`config.mk`:
```
export PLATFORM = sky130hd
export DESIGN_NAME = bgcr_queue
export DESIGN_NICKNAME = d
export VERILOG_FILES = /design/src/rtl/bgcr_pkg.sv /design/src/rtl/bgcr_queue.sv
export SDC_FILE = /design/constraint.sdc
export NUM_CORES = 1
export LEC_CHECK = 0
export BUFFER_PORTS_ARGS = -buffer_cell sky130_fd_sc_hd__clkbuf_2
export CAP_MARGIN = 10
export CORE_ASPECT_RATIO = 0.5
export CORE_MARGIN = 2
export CORE_UTILIZATION = 40
export CTS_CLUSTER_SIZE = 25
export DETAILED_ROUTE_END_ITERATION = 16
export PLACE_DENSITY_LB_ADDON = 0.05
export SKIP_CTS_REPAIR_TIMING = 1
export SYNTH_ARGS = -nofsm -noshare
export SYNTH_HDL_FRONTEND = slang
export SYNTH_SLANG_ARGS = --single-unit
```
`constraint.sdc`:
```
create_clock -name clock -period 10 [get_ports clock]
set_input_delay 1 -clock clock [delete_from_list [all_inputs] [get_ports clock]]
set_output_delay 1 -clock clock [all_outputs]
set_load 0.03 [all_outputs]
```
`src/rtl/bgcr_pkg.sv`:
```
// ----------------------------------------------------------------------------
// Bitmap glyph column renderer package
// Shared sizes, codes, transaction structures and helper functions.
// ----------------------------------------------------------------------------
package bgcr_pkg;

   localparam int BITMAP_BYTES  = 16384;
   localparam int ADDR_W        = $clog2(BITMAP_BYTES);
   localparam int GLYPH_ENTRIES = 256;
   localparam int GIDX_W        = $clog2(GLYPH_ENTRIES);
   localparam int COLUMN_LIMIT  = 32;
   localparam int MAX_HEIGHT    = 32;
   localparam int MAX_ROWS      = (MAX_HEIGHT + 7) / 8;
   localparam int ROW_W         = $clog2(MAX_ROWS);
   localparam int QUEUE_DEPTH   = 2;
   localparam int QPTR_W        = $clog2(QUEUE_DEPTH);
   localparam int QCNT_W        = $clog2(QUEUE_DEPTH + 1);

   // Request tdata: char_code, byte_address, byte_value, entry_offset,
   // entry_width, start_x, start_y, clip_right, clip_bottom.
   localparam int REQ_DATA_W = 120;
   // Response tdata: column_x, column_top, column_bits, advance, total_width.
   localparam int RSP_DATA_W = 88;

   typedef enum logic [2:0] {
      OP_LOAD_BYTE  = 3'd0,
      OP_LOAD_ENTRY = 3'd1,
      OP_START_LINE = 3'd2,
      OP_DRAW       = 3'd3,
      OP_MEASURE    = 3'd4
   } op_type;

   typedef enum logic [1:0] {
      KIND_COLUMN  = 2'd0,
      KIND_NOTHING = 2'd1,
      KIND_MEASURE = 2'd2,
      KIND_ACK     = 2'd3
   } kind_type;

   typedef enum logic [2:0] {
      CMD_LOAD_BYTE,
      CMD_LOAD_ENTRY,
      CMD_START_LINE,
      CMD_DRAW,
      CMD_MEASURE,
      CMD_SKIP
   } cmd_type;

   typedef enum logic [1:0] {
      CSR_FIRST_CODE   = 2'd0,
      CSR_GLYPH_HEIGHT = 2'd1,
      CSR_FIXED_WIDTH  = 2'd2,
      CSR_PROPORTIONAL = 2'd3
   } csr_index_type;

   typedef enum logic [2:0] {
      ST_IDLE,
      ST_EXEC,
      ST_COLUMN,
      ST_READ,
      ST_GATHER,
      ST_EMIT
   } state_type;

   typedef struct packed {
      logic [7:0] first_code;
      logic [5:0] glyph_height;
      logic [5:0] fixed_width;
      logic       proportional;
   } cfg_type;

   typedef struct packed {
      cmd_type            cmd;
      logic [7:0]         char_code;
      logic [7:0]         idx;
      logic [ADDR_W-1:0]  byte_address;
      logic [7:0]         byte_value;
      logic [15:0]        entry_offset;
      logic [5:0]         entry_width;
      logic signed [15:0] start_x;
      logic signed [15:0] start_y;
      logic signed [15:0] clip_right;
      logic signed [15:0] clip_bottom;
      logic [15:0]        fixed_prod;
   } entry_type;

   function automatic logic [5:0] sat_width(input logic [5:0] v);
      return (v > 6'(COLUMN_LIMIT)) ? 6'(COLUMN_LIMIT) : v;
   endfunction

endpackage

```
`src/rtl/bgcr_queue.sv`:
```
// ----------------------------------------------------------------------------
// Command queue
// Short first-in first-out buffer between the front and back ends.
// ----------------------------------------------------------------------------
module bgcr_queue (
   input  logic                clock,
   input  logic                reset,
   input  logic                push,
   input  bgcr_pkg::entry_type push_data,
   input  logic                pop,
   output logic                full,
   output logic                head_valid,
   output bgcr_pkg::entry_type head
);
   import bgcr_pkg::*;

   entry_type           slot_ff [QUEUE_DEPTH];
   logic [QPTR_W-1:0]   wr_ptr_ff, wr_ptr_in;
   logic [QPTR_W-1:0]   rd_ptr_ff, rd_ptr_in;
   logic [QCNT_W-1:0]   count_ff, count_in;

   assign full       = (count_ff == QCNT_W'(QUEUE_DEPTH));
   assign head_valid = (count_ff != '0);
   assign head       = slot_ff[rd_ptr_ff];

   always_comb begin
      wr_ptr_in = push ? QPTR_W'(wr_ptr_ff + 1'b1) : wr_ptr_ff;
      rd_ptr_in = pop  ? QPTR_W'(rd_ptr_ff + 1'b1) : rd_ptr_ff;
      count_in  = count_ff;
      if (push && !pop) begin
         count_in = QCNT_W'(count_ff + 1'b1);
      end else if (pop && !push) begin
         count_in = QCNT_W'(count_ff - 1'b1);
      end
   end

   always_ff @(posedge clock) begin
      if (reset) begin
         wr_ptr_ff <= '0;
         rd_ptr_ff <= '0;
         count_ff  <= '0;
      end else begin
         wr_ptr_ff <= wr_ptr_in;
         rd_ptr_ff <= rd_ptr_in;
         count_ff  <= count_in;
      end
   end

   always_ff @(posedge clock) begin
      if (push) begin
         slot_ff[wr_ptr_ff] <= push_data;
      end
   end

endmodule

```
==> results.txt <==
- Synthesis inferred 291 register bits.
- The most numerous cell type found on the critical path is sky130_fd_sc_hd__buf_4.
* Worst Setup Start Kind: register
* Initial DRC count: 290
- The final critical path takes up 46.4% of the cycle.
- The Yosys step of the flow raised 0 warnings.
- On the critical path, the stage with the largest delay is an instance of sky130_fd_sc_hd__dfxtp_4.
- For this run, design rule violations remaining after detail routing come to 0.
* Number of clock sinks: 291
- Slew margin rel.: 29.9%
- Sequential element share of the synthesized area: between 80 and 90%
- Crit path max-delay family: buffers and inverters
* TritonRoute pass-1 iters: 7
* Final Max Tran Viols: 0
- Static Leak: 5.23 nW
- The signal on the critical path passes through buf_4 -> buf_4 -> mux2_2 -> clkbuf_2.
- Number of buffers between clock root and the deepest sink: 3
- TritonCTS clock tree: built
- Post-layout net count: 924
- Summed over all instances, the cell type with the most area after synthesis is sky130_fd_sc_hd__edfxtp_1.
- Across all setup checks in the final design, the least slack found is 5.36 ns.
- In the final routed layout, each cell accounts on average for 18.8 um.
* Syn Inst Count: 467
- The tightest hold path in the finished design has a slack of 0.521 ns.
- Buffers placed on the I/O ports in this run total 291.
- Number of buffers and inverters on the critical path: 3
- Library cells used by synthesis: 17
- Once detail routing completed, the nets flagged for antenna violations numbered 0.
- Mapped Nets: 615
- Category of the most critical setup path: register to primary output
- Cells taking the most area after synthesis: sky130_fd_sc_hd__edfxtp_1 79%, sky130_fd_sc_hd__mux2_4 9.7%, sky130_fd_sc_hd__mux2_2 7.6%
- Largest net degree at the start of global routing: 73
- Vertical die dimension: 120 um
- Highest clock frequency the design can meet: 216 MHz
- Worst path arrival time: ~3.6 ns
* Power density cells: 211 nW/um^2
- From synthesis to final layout, the design area changed by 24.5%.
- The path class of the tightest hold or removal check is register to register.
- The number of failing hold endpoints at the final stage is 0.
- Max-capacitance violation count: 0
- The floorplan has 42 rows.
* Most frequent cells in the layout: 291 x sky130_fd_sc_hd__clkbuf_2, 286 x sky130_fd_sc_hd__edfxtp_1, 73 x sky130_fd_sc_hd__mux2_2, 70 x sky130_fd_sc_hd__mux2_4, 27 x sky130_fd_sc_hd__clkbuf_16
- Clk Latency, worst-skew pair: 0.53 ns
* Fraction of layout cells with a size suffix above 1: 61.1%
- Total Negative Setup Slacks: 0 ns
* HPWL after DPL: 14.1 mm
- The final layout contains routed wiring with a total length of roughly 22 mm.
- Global routing used 14.9% of the available tracks.
- After synthesis the cells add up to 10800 sq um.
- Setup repair after global routing missed its margin: false
- Crit path capture type: primary output
- Die area: 28400 sq um
* H-Tree Depth: 1
- The first global-routing pass estimated 32.0 mm of wire.
- Final min period: 4.64 ns
- VDD IR max: 0.117 mV
* Maximum fanout encountered on the critical timing path: 56
* Highest cell delay on the worst timing path: between 0.8 and 0.9 ns
* Starting utilization of the core area: 40.8%
- Clock skew on the completed layout was measured at between 0.006 and 0.007 ns.
- Via count normalized by instance count: ~4.6
- The flow ran to the end, and the final reports show no timing, DRC or antenna violations.
- At the pin with the least slew margin, the transition time is 1.05 ns.
* Top Ports: 292
- Final number of setup-violating endpoints: 0
* Synthesized area divided by synthesized cell count: roughly 23 sq um
* GRT overflow: 0
* Last weighted congestion value of the routability-driven placer: 0.713
* Number of global-route vias before repair: 5383
- Clock-pin slew on the worst setup and hold paths: about 0.060 ns
- Antenna violations before repair: 3
* CORE AREA: 26500 sq um
* Clock root cell: sky130_fd_sc_hd__clkbuf_16
- The library cell used most frequently in the layout, excluding fill and tap cells, is sky130_fd_sc_hd__clkbuf_2.
- From left edge to right edge, the die measures around 240 um.
* CTS buffer count: 27
* Total vias in the final route: 5274
- At the worst endpoint, the required time is approximately 9.0 ns.
* Share of the synthesized area in the top cell type: 79.5%
- Prior to clock tree synthesis, the placed netlist has a worst setup slack of 5.82 ns.
* Filler cell count in the final layout: ~2200
## stage by stage
stage	cells	total power [mW]	area [sq um]	utilization [%]
final	1148	2.84	13500	50.8
after floorplan	467	1.77	10800	-
after detailed placement	1099	1.89	12600	47.6
after global placement	1099	1.89	12600	47.6
after global routing	1146	2.95	13500	50.8
after CTS	1146	2.88	13500	50.8
## per-layer routing
layer	wire, um	GRT usage, %
met2	11200	26.2
met1	8820	18.2
met5	13	0
met4	392	3.32
met3	1160	4.45
## worst min-delay path, stage by stage, from the launching register on
cell and delay (ns):
sky130_fd_sc_hd__dfxtp_1 0.33, sky130_fd_sc_hd__o21ai_0 0.08, sky130_fd_sc_hd__a21oi_1 0.06
## state kept, by name, summed over array words and instances (netlist names), named ones only
name	count
slot_ff	286
count_ff	2
rd_ptr_ff	1
wr_ptr_ff	1
## Yosys cell counts (all sizes together)
master	n
nor2b	2
a21oi	1
edfxtp	286
ha	1
or2	1
and2	1
nor2	4
dfxtp	5
mux2	143
o21ai	1
xnor2	2
buf	16
xor2	2
or3	1
inv	1
## worst paths after layout
path / startpoint / endpoint / slack, ns / cells past startpoint
min reg2reg: count_ff[1] / count_ff[1] / 0.52 / 2
min: count_ff[1] / count_ff[1] / 0.52 / 2
max: register / head[123] / 5.36 / 4
max reg2reg: wr_ptr_ff / slot_ff[0][75] / 7.05 / 3
## cell type report
class / instances / area, sq um / area share (%)
Tap cell: 352 / 440 / 3.27
Multi-Input combinational cell: 159 / 1990 / 14.8
Inverter: 1 / 3.75 / 0.0279
Clock buffer: 29 / 683 / 5.08
Antenna cell: 2 / 5.00 / 0.0372
Timing Repair Buffer: 296 / 1490 / 11.1
Sequential cell: 291 / 8690 / 64.6
Clock inverter: 18 / 151 / 1.13
## kinds of logic after synthesis
kind of cell	share of synthesized area, %
AND/OR/NAND/NOR	0.428
multiplexers	17.3
adder cells (fa/ha/maj)	0.116
flip-flops	80.4
buffers and inverters	1.30
AO/OA/AOI/OAI	0.0925
XOR/XNOR	0.324
## power by group
group	internal (mW)	switching, mW	leakage, nW	total, mW
Clock	0.547	0.435	0.414	0.982
Combinational	0.149	0.254	2.09	0.404
Sequential	1.42	0.0256	2.73	1.45
Note: power is estimated with default switching activity, not from simulation.
