--- config.mk ---
export PLATFORM = sky130hd
export DESIGN_NAME = bgcr_front
export DESIGN_NICKNAME = d
export VERILOG_FILES = /design/src/rtl/bgcr_pkg.sv /design/src/rtl/bgcr_front.sv
export SDC_FILE = /design/constraint.sdc
export NUM_CORES = 1
export LEC_CHECK = 0
export BUFFER_PORTS_ARGS = -buffer_cell sky130_fd_sc_hd__buf_4
export CORE_AREA = 4 4 112 114
export DETAILED_ROUTE_END_ITERATION = 10
export DIE_AREA = 0 0 116 118
export PLACE_DENSITY = 0.71
export RECOVER_POWER = 50
export SYNTH_ARGS = -nofsm -noshare
export SYNTH_HDL_FRONTEND = slang
export SYNTH_SLANG_ARGS = --single-unit
--- constraint.sdc ---
create_clock -name vclk -period 6
set_input_delay 0.6 -clock vclk [all_inputs]
set_output_delay 0.6 -clock vclk [all_outputs]
set_load 0.1 [all_outputs]
--- src/rtl/bgcr_pkg.sv ---
// ----------------------------------------------------------------------------
// Bitmap glyph column renderer package
// Shared sizes, codes, transaction structures and helper functions.
// ----------------------------------------------------------------------------
package bgcr_pkg;

   localparam int BITMAP_BYTES  = 16384;
   localparam int ADDR_W        = $clog2(BITMAP_BYTES);
   localparam int GLYPH_ENTRIES = 256;
   localparam int GIDX_W        = $clog2(GLYPH_ENTRIES);
   localparam int COLUMN_LIMIT  = 32;
   localparam int MAX_HEIGHT    = 32;
   localparam int MAX_ROWS      = (MAX_HEIGHT + 7) / 8;
   localparam int ROW_W         = $clog2(MAX_ROWS);
   localparam int QUEUE_DEPTH   = 2;
   localparam int QPTR_W        = $clog2(QUEUE_DEPTH);
   localparam int QCNT_W        = $clog2(QUEUE_DEPTH + 1);

   // Request tdata: char_code, byte_address, byte_value, entry_offset,
   // entry_width, start_x, start_y, clip_right, clip_bottom.
   localparam int REQ_DATA_W = 120;
   // Response tdata: column_x, column_top, column_bits, advance, total_width.
   localparam int RSP_DATA_W = 88;

   typedef enum logic [2:0] {
      OP_LOAD_BYTE  = 3'd0,
      OP_LOAD_ENTRY = 3'd1,
      OP_START_LINE = 3'd2,
      OP_DRAW       = 3'd3,
      OP_MEASURE    = 3'd4
   } op_type;

   typedef enum logic [1:0] {
      KIND_COLUMN  = 2'd0,
      KIND_NOTHING = 2'd1,
      KIND_MEASURE = 2'd2,
      KIND_ACK     = 2'd3
   } kind_type;

   typedef enum logic [2:0] {
      CMD_LOAD_BYTE,
      CMD_LOAD_ENTRY,
      CMD_START_LINE,
      CMD_DRAW,
      CMD_MEASURE,
      CMD_SKIP
   } cmd_type;

   typedef enum logic [1:0] {
      CSR_FIRST_CODE   = 2'd0,
      CSR_GLYPH_HEIGHT = 2'd1,
      CSR_FIXED_WIDTH  = 2'd2,
      CSR_PROPORTIONAL = 2'd3
   } csr_index_type;

   typedef enum logic [2:0] {
      ST_IDLE,
      ST_EXEC,
      ST_COLUMN,
      ST_READ,
      ST_GATHER,
      ST_EMIT
   } state_type;

   typedef struct packed {
      logic [7:0] first_code;
      logic [5:0] glyph_height;
      logic [5:0] fixed_width;
      logic       proportional;
   } cfg_type;

   typedef struct packed {
      cmd_type            cmd;
      logic [7:0]         char_code;
      logic [7:0]         idx;
      logic [ADDR_W-1:0]  byte_address;
      logic [7:0]         byte_value;
      logic [15:0]        entry_offset;
      logic [5:0]         entry_width;
      logic signed [15:0] start_x;
      logic signed [15:0] start_y;
      logic signed [15:0] clip_right;
      logic signed [15:0] clip_bottom;
      logic [15:0]        fixed_prod;
   } entry_type;

   function automatic logic [5:0] sat_width(input logic [5:0] v);
      return (v > 6'(COLUMN_LIMIT)) ? 6'(COLUMN_LIMIT) : v;
   endfunction

endpackage

--- src/rtl/bgcr_front.sv ---
// ----------------------------------------------------------------------------
// Front end
// Accepts request transactions and classifies them into commands.
// ----------------------------------------------------------------------------
module bgcr_front (
   input  logic                               req_tvalid,
   output logic                               req_tready,
   input  logic [bgcr_pkg::REQ_DATA_W-1:0]    req_tdata,
   input  logic [2:0]                         req_tuser,
   input  bgcr_pkg::cfg_type                  cfg,
   input  logic                               q_full,
   output logic                               q_push,
   output bgcr_pkg::entry_type                q_data
);
   import bgcr_pkg::*;

   logic [7:0] ch;
   logic [7:0] idx;
   logic       idx_ok;
   logic [5:0] wfix;

   assign req_tready = !q_full;
   assign q_push     = req_tvalid && !q_full;

   always_comb begin
      ch     = req_tdata[7:0];
      idx    = ch - cfg.first_code;
      wfix   = sat_width(cfg.fixed_width);
      // Codes above 0x80 or below the first glyph are skipped; proportional
      // fonts also need the index inside the glyph table.
      idx_ok = (ch <= 8'h80) && (ch >= cfg.first_code) &&
               (!cfg.proportional || ({1'b0, idx} < 9'(GLYPH_ENTRIES)));

      q_data.char_code    = ch;
      q_data.idx          = idx;
      q_data.byte_address = req_tdata[8 +: ADDR_W];
      q_data.byte_value   = req_tdata[31:24];
      q_data.entry_offset = req_tdata[47:32];
      q_data.entry_width  = sat_width(req_tdata[53:48]);
      q_data.start_x      = req_tdata[69:54];
      q_data.start_y      = req_tdata[85:70];
      q_data.clip_right   = req_tdata[101:86];
      q_data.clip_bottom  = req_tdata[117:102];
      q_data.fixed_prod   = 16'(idx) * 16'(wfix);

      case (req_tuser)
         OP_LOAD_BYTE:  q_data.cmd = CMD_LOAD_BYTE;
         OP_LOAD_ENTRY: q_data.cmd = CMD_LOAD_ENTRY;
         OP_START_LINE: q_data.cmd = CMD_START_LINE;
         OP_DRAW:       q_data.cmd = idx_ok ? CMD_DRAW : CMD_SKIP;
         OP_MEASURE:    q_data.cmd = (!cfg.proportional || idx_ok) ? CMD_MEASURE : CMD_SKIP;
         default:       q_data.cmd = CMD_SKIP;
      endcase
   end

endmodule

==> results_dict.tcl, run 1 <==
set metrics [dict create \
    p_clk_share_pct 0 \
    p_per_area_nw_per_um2 407 \
    hold_violations 0 \
    place_hpwl_um 6230 \
    drt-initial-drc-count 23 \
    timing.hold.ws_ns 1.20 \
    seq_area_sq_um 0 \
    ys_seq_area_share_pct 0 \
    dpl.cell_count 497 \
    antenna_found_initial 0 \
    synthDominantCellAreaShare_pct 29.7 \
    synth_largest_area_cell "buf_4" \
    viasPerCell 4.36 \
    critical_path.max_fanout 6 \
    use_met3_pct 2.83 \
    rows 39 \
    netlist_top_cells_area "buf_4 30%, fa_1 18%, ha_1 14%" \
    start_util_pct 24.8 \
    use_met1_pct 10.3 \
    fp.dieW_um 116 \
    wl_per_cell_um 13.7 \
    place_area_sq_um 3110 \
    yosysWarningCount 0 \
    outcome "complete, no violations" \
    ant_nets 0 \
    p_int_mw 0.411 \
    use_met2_pct 17.6 \
    finalSetupViolations 0 \
    nFillCells 1240 \
    core_area_sq_um 11400 \
    final_nets 565 \
    io_buffers 75 \
    grt.total_usage_pct 9.75 \
    arrival_ns 5.19 \
    drive_gt1_share_pct 36.9 \
    drv_cap 0 \
    pin_count 291 \
    syn2layout_area_growth_pct 13.6 \
    netlist_area_sq_um 2830 \
    utilization_pct 28.2 \
    yosysMostFrequentCell "buf_4" \
    cts_hold_buf 0 \
    power.total_mw 1.31 \
    startpoint_type "input port" \
    hp-class "input port to primary output" \
    synth.distinct_cells 38 \
    required_ns 5.40 \
    power.switching_mw 0.899 \
    overflow 0 \
    dr.pass1.iters 4 \
    post-route-drc-count 0 \
    fmax_mhz 173 \
    grt_max_degree 12 \
    final_max_slew_viol_count 0 \
    setup_slack_ns 0.212 \
    leakagePower_nw 1.67 \
    nClkBuffers 0 \
    period_share_pct 96.5 \
    vias 2195 \
    first_global_vias 2323 \
    synth_area_per_cell_sq_um 7.43 \
    seq_cells 0 \
    finalWirelength_um 6890 \
    end_kind "primary output" \
    swShare_pct 68.6 \
    fp.dieH_um 118 \
    dpl_worst_slack_ns -0.0495 \
    finalNonFillerCells 503 \
    diodes 0 \
    synthCells 381 \
    synth_commonest_cells "112 x buf_4, 59 x inv_1, 43 x nor2_1" \
    seq_power_share_pct 0 \
    finalCriticalPeriod_ns 5.79 \
    ir_worst_vdd_mv 0.457 \
    pwr-share-comb_pct 100.0 \
    path_class "input port to primary output" \
    setup_tns_ns 0 \
    place_congestion 0.827 \
    stdcell_area_sq_um 3220 \
    top_usage_layer "met2" \
    grt_pass1_wl_um 11200 \
    die_area_sq_um 13700 \
    rsz0062_at_grt "no" \
    multi_input_area_sq_um 2090 \
]
[layout make-up]
| type | instances | area share [%] |
|---|---|---|
| inverter | 60 | 7.35 |
| multi-input combinational | 208 | 64.9 |
| tap | 143 | 5.56 |
| timing repair buffer | 92 | 22.2 |
[worst paths after layout]
kind | start | endpoint | slack [ns] | cells after the start
setup / recovery | req_tdata[4] | q_data[12] | 0.21 | 19
hold / removal | req_tdata[25] | q_data[103] | 1.20 | 0
[metal layers]
metal  vias to the layer above  routed length (um)
met5                         -                   0
met4                         0                 301
met3                        40                 630
met2                       104                3580
met1                      1021                2370
li1                       1030                   -
[cell usage in the layout, fill, tap and decap left out, types with 6 or more instances in the layout]
cell type / n
a21oi_1: 7
buf_4: 89
fa_1: 25
ha_1: 28
inv_1: 55
nand2_1: 20
nand2b_1: 6
nor2_1: 42
nor2b_1: 10
xnor2_4: 7
[cell families after synthesis]
logic type      Yosys count  synth area share [%]
buf+inv                 174                  37.9
fa+ha+maj                57                  32.1
xor+xnor                 14                  5.00
simple gates            103                  17.3
compound gates           32                  7.56
other cells               1                 0.132
[power by group through the flow]
stage	logic (mW)	registers (mW)	clock network, mW
after global placement	1.27	0	0
final	1.31	0	0
after CTS	1.30	0	0
after detailed placement	1.29	0	0
after floorplan	1.36	0	0
after global routing	1.40	0	0
[critical path: stages]
cell      delay, ns
buf_4          0.12
ha_1           0.31
a21o_1         0.20
or3_1          0.30
o21a_2         0.24
xnor2_4        0.21
nor2_1         0.09
fa_1           0.49
fa_1           0.53
inv_1          0.06
fa_1           0.53
inv_1          0.06
ha_4           0.24
and3_1         0.16
a221oi_2       0.27
nand2b_1       0.17
a31oi_4        0.27
xnor2_4        0.15
buf_12         0.19
[what timing repair did]
item / in CTS / in global routing
hold endpoints to repair: 0 / 0
resized for setup: 2 / 11
setup endpoints to repair: 1 / 6
pin swaps: 0 / 13
buffers inserted: 0 / 6
(Power assumes the default switching activity.)
==> run 2, diff against run 1 <==
--- a/config.mk
+++ b/config.mk
@@ -9,8 +9,9 @@
 export CORE_AREA = 4 4 112 114
 export DETAILED_ROUTE_END_ITERATION = 10
 export DIE_AREA = 0 0 116 118
-export PLACE_DENSITY = 0.71
+export PLACE_DENSITY = 0.65
 export RECOVER_POWER = 50
+export SLEW_MARGIN = 15
 export SYNTH_ARGS = -nofsm -noshare
 export SYNTH_HDL_FRONTEND = slang
 export SYNTH_SLANG_ARGS = --single-unit
==> run 2 against run 1 <==
Compared with the run above:
- sequential cell count did not move
- clock-buffer cell count unchanged
- final cell count decreased by 0.20%
- critical path type unchanged
==> results_dict.tcl, run 2 (synthesis results as in run 1) <==
set metrics [dict create \
    dr.pass1.iters 4 \
    crit_end "q_data[12]" \
    crit_family "adder cells" \
    critPathMostFrequentCell "fa_1" \
    syn2layout_area_growth_pct 13.6 \
    antenna_found_initial 0 \
    fmax_mhz 173 \
    start_util_pct 24.8 \
    overflow 0 \
    leakagePower_nw 1.66 \
    rsz0062_at_grt "no" \
    final_cell_mix "89 x buf_4, 54 x inv_1, 38 x nor2_1" \
    period_share_pct 96.1 \
    cp.depth 20 \
    nClkBuffers 0 \
    stdcell_area_sq_um 3220 \
    hp-start "req_tdata[26]" \
    finalNonFillerCells 502 \
    worstSetupStartpoint "req_tdata[1]" \
    p_per_area_nw_per_um2 407 \
    startpoint_type "input port" \
    post-route-drc-count 0 \
    grt_pass1_wl_um 11100 \
    setup_slack_ns 0.236 \
    multi_input_area_sq_um 2100 \
    ir_worst_vdd_mv 0.375 \
    cts_hold_buf 0 \
    slowest_delay_ns 0.53 \
    worst-path-buf-inv 5 \
    dpl.cell_count 499 \
    place_hpwl_um 6210 \
    grt_max_degree 12 \
    dpl_worst_slack_ns 0.0238 \
    pin_count 291 \
    rows 39 \
    required_ns 5.40 \
    finalWirelength_um 6960 \
    place_congestion 0.813 \
    path_class "input port to primary output" \
    grt.total_usage_pct 9.63 \
    hp-class "input port to primary output" \
    vias 2148 \
    fp.dieH_um 118 \
    ant_nets 0 \
    drv_cap 0 \
    cp_slowest_cell "fa_1" \
    finalSetupViolations 0 \
    io_buffers 75 \
    wl_per_cell_um 13.9 \
    final_common_cell "buf_4" \
    finalCriticalPeriod_ns 5.76 \
    fp.dieW_um 116 \
    final_nets 564 \
    nFillCells 1245 \
    end_kind "primary output" \
    final_max_slew_viol_count 0 \
    first_global_vias 2319 \
    drive_gt1_share_pct 38.4 \
    outcome "complete, no violations" \
    crit_chain "buf_4 > ha_1 > or2b_2 > a21oi_2 > nor2_1 > xor2_2 > buf_4 > nor2_1 > fa_1 > fa_1 > inv_1 > fa_1 > inv_1 > ha_4 > and3_1 > a221oi_2 > nand2b_1 > a31oi_4 > xnor2_4 > buf_12" \
    seq_cells 0 \
    drt-initial-drc-count 55 \
    arrival_ns 5.16 \
    hold_violations 0 \
    core_area_sq_um 11400 \
    die_area_sq_um 13700 \
    seq_area_sq_um 0 \
    diodes 0 \
    setup_tns_ns 0 \
    viasPerCell 4.28 \
    place_area_sq_um 3130 \
    timing.hold.ws_ns 1.20 \
    critical_path.max_fanout 5 \
]
==> run 2: cell type report <==
cell class / count / area share [%]
Inverter: 60 / 7.35
Multi-Input combinational cell: 208 / 65.3
Timing Repair Buffer: 91 / 21.8
Tap cell: 143 / 5.56
==> run 2: worst min path at each step <==
stage | cells past startpoint | slack, ns | end
floorplan | 1 | 1.41 | q_data[100]
global placement | 0 | 1.20 | q_data[102]
detailed placement | 0 | 1.20 | q_data[102]
CTS | 0 | 1.20 | q_data[102]
global route | 0 | 1.20 | q_data[123]
finish | 0 | 1.20 | q_data[104]
==> run 2: where the power goes <==
group | switching, mW | leakage [nW] | internal, mW
Sequential | 0 | 0 | 0
Clock | 0 | 0 | 0
Combinational | 0.899 | 1.66 | 0.411
==> run 2: timing repair <==
action                     in CTS  in global routing
setup endpoints to repair       0                  6
gates resized for setup         0                 17
buffers inserted                0                  3
==> run 2: metal layers <==
| metal | up-vias | GRT usage [%] | part of all wire, % |
|---|---|---|---|
| li1 | 1031 | - | - |
| met1 | 979 | 9.94 | 35 |
| met2 | 98 | 18.1 | 52 |
| met3 | 40 | 2.98 | 10 |
| met4 | 0 | 2.97 | 3.2 |
| met5 | - | 0 | 0 |
==> run 2: through the flow <==
stage | total power, mW | util, %
global placement | 1.28 | 27.4
detailed placement | 1.29 | 27.4
finish | 1.31 | 28.2
global route | 1.40 | 28.2
floorplan | 1.36 | -
CTS | 1.29 | 27.4
==> run 3, diff against run 2 <==
--- a/config.mk
+++ b/config.mk
@@ -6,10 +6,10 @@
 export NUM_CORES = 1
 export LEC_CHECK = 0
 export BUFFER_PORTS_ARGS = -buffer_cell sky130_fd_sc_hd__buf_4
-export CORE_AREA = 4 4 112 114
+export CORE_AREA = 4 4 111 113
 export DETAILED_ROUTE_END_ITERATION = 10
-export DIE_AREA = 0 0 116 118
-export PLACE_DENSITY = 0.65
+export DIE_AREA = 0 0 115 117
+export PLACE_DENSITY = 0.66
 export RECOVER_POWER = 50
 export SLEW_MARGIN = 15
 export SYNTH_ARGS = -nofsm -noshare
==> constraint.sdc (replaced) <==
create_clock -name vclk -period 7.16
set_input_delay 0.716 -clock vclk [all_inputs]
set_output_delay 0.716 -clock vclk [all_outputs]
set_load 0.1 [all_outputs]
==> run 3 against run 2 <==
Compared with the run above:
- utilization decreased by 3.2 points
- first-iteration DRC count increased by 42%
- sequential share of layout area unchanged
- sequential cell count unchanged
- critical path type unchanged
- largest cell class unchanged
==> results_dict.tcl, run 3 (synthesis results as in run 1) <==
set metrics [dict create \
    drt-met1-wl_um 2310 \
    pwr-share-comb_pct 100.0 \
    hold_violations 0 \
    vias 2081 \
    seq_area_sq_um 0 \
    grt.total_usage_pct 8.89 \
    drive_gt1_share_pct 26.2 \
    viasPerCell 4.28 \
    finalNonFillerCells 486 \
    pin_count 291 \
    route.met2.wl_um 3140 \
    grt_max_degree 12 \
    seq_power_share_pct 0 \
    place_area_sq_um 2820 \
    fp.dieW_um 115 \
    path_class "input port to primary output" \
    dpl_worst_slack_ns 0.333 \
    outcome "complete, no violations" \
    post-route-drc-count 0 \
    p_int_mw 0.253 \
    worst-path-buf-inv 6 \
    start_util_pct 25.0 \
    crit_chain "buf_4 > inv_1 > ha_1 > inv_1 > fa_1 > and3_1 > o21ai_0 > nand2b_1 > nand3_1 > and3_1 > fa_1 > fa_1 > inv_1 > fa_1 > inv_1 > ha_1 > and3_1 > a221oi_1 > nand2b_1 > a31oi_2 > xnor2_4 > buf_6" \
    cts_resized 0 \
    finalCriticalPeriod_ns 6.67 \
    post_cts_buffers 0 \
    routed.top_layer "met4" \
    finalSetupViolations 0 \
    ir_worst_vdd_mv 0.199 \
    slew_headroom_pct 61.8 \
    overflow 0 \
    nClkBuffers 0 \
    setup_tns_ns 0 \
    syn2layout_area_growth_pct 0.0444 \
    critical_path.max_fanout 7 \
    tightest_slew_ns 0.566 \
    swShare_pct 73.6 \
    cp_slowest_cell "fa_1" \
    ant_nets 0 \
    diodes 0 \
    hp-class "input port to primary output" \
    die_area_sq_um 13500 \
    crit_family "adder cells" \
    place_hpwl_um 5660 \
    p_per_area_nw_per_um2 338 \
    required_ns 6.44 \
    antenna_found_initial 0 \
    final_nets 548 \
    fp.dieH_um 117 \
    wl_met3_um 512 \
    final_cell_mix "74 x buf_4, 59 x inv_1, 43 x nor2_1" \
    arrival_ns 5.95 \
    grt_pass1_wl_um 10100 \
    startpoint_type "input port" \
    stdcell_area_sq_um 2830 \
    finalWirelength_um 6210 \
    seq_cells 0 \
    p_clk_share_pct 0 \
    final_common_cell "buf_4" \
    drv_cap 0 \
    cts_hold_buf 0 \
    leakagePower_nw 1.56 \
    end_kind "primary output" \
    power.total_mw 0.956 \
    final_max_slew_viol_count 0 \
    core_area_sq_um 11300 \
    rsz0062_at_grt "no" \
    period_share_pct 93.2 \
    place_congestion 0.789 \
    wl_per_cell_um 12.8 \
    drt-initial-drc-count 78 \
    dpl.cell_count 486 \
    first_global_vias 2205 \
    rows 39 \
    power.switching_mw 0.704 \
    dr.pass1.iters 4 \
    fmax_mhz 150 \
    setup_slack_ns 0.490 \
    slowest_delay_ns 0.54 \
    io_buffers 75 \
]
[run 3: changes by cell type in the layout (fill, tap and decap cells not counted), sizes merged]
cell      previous run  this run
buf                 91        75
clkinvlp             3         0
inv                 57        60
[run 3: through the flow]
step	hold slack, ns	utilization (%)
6_report	1.43	25.0
5_1_grt	1.43	25.0
4_1_cts	1.43	24.9
3_5_place_dp	1.43	24.9
3_3_place_gp	1.43	24.9
2_1_floorplan	1.64	-
[run 3: metal layers]
metal / global-route usage (%) / vias to the layer above
met3: 2.42 / 30
met5: 0 / -
li1: - / 999
met1: 9.63 / 969
met4: 3.52 / 0
met2: 16.4 / 83
[run 3: path summary, 6_finish.rpt]
kind	startpoint	to	slack, ns	cells after the start
min	req_tdata[47]	q_data[101]	1.43	0
max	req_tdata[0]	q_data[12]	0.49	22
[run 3: layout make-up]
type               instances  area (sq um)
fillers                 1269          8490
well taps                143           179
multi-input cells        208          1860
repair buffers            75           567
inverters                 60           225
[run 3: power by group through the flow]
stage          logic [mW]  registers, mW  clock network (mW)
2_1_floorplan        1.05              0                   0
6_report            0.956              0                   0
4_1_cts             0.967              0                   0
3_3_place_gp        0.955              0                   0
3_5_place_dp        0.965              0                   0
5_1_grt              1.03              0                   0
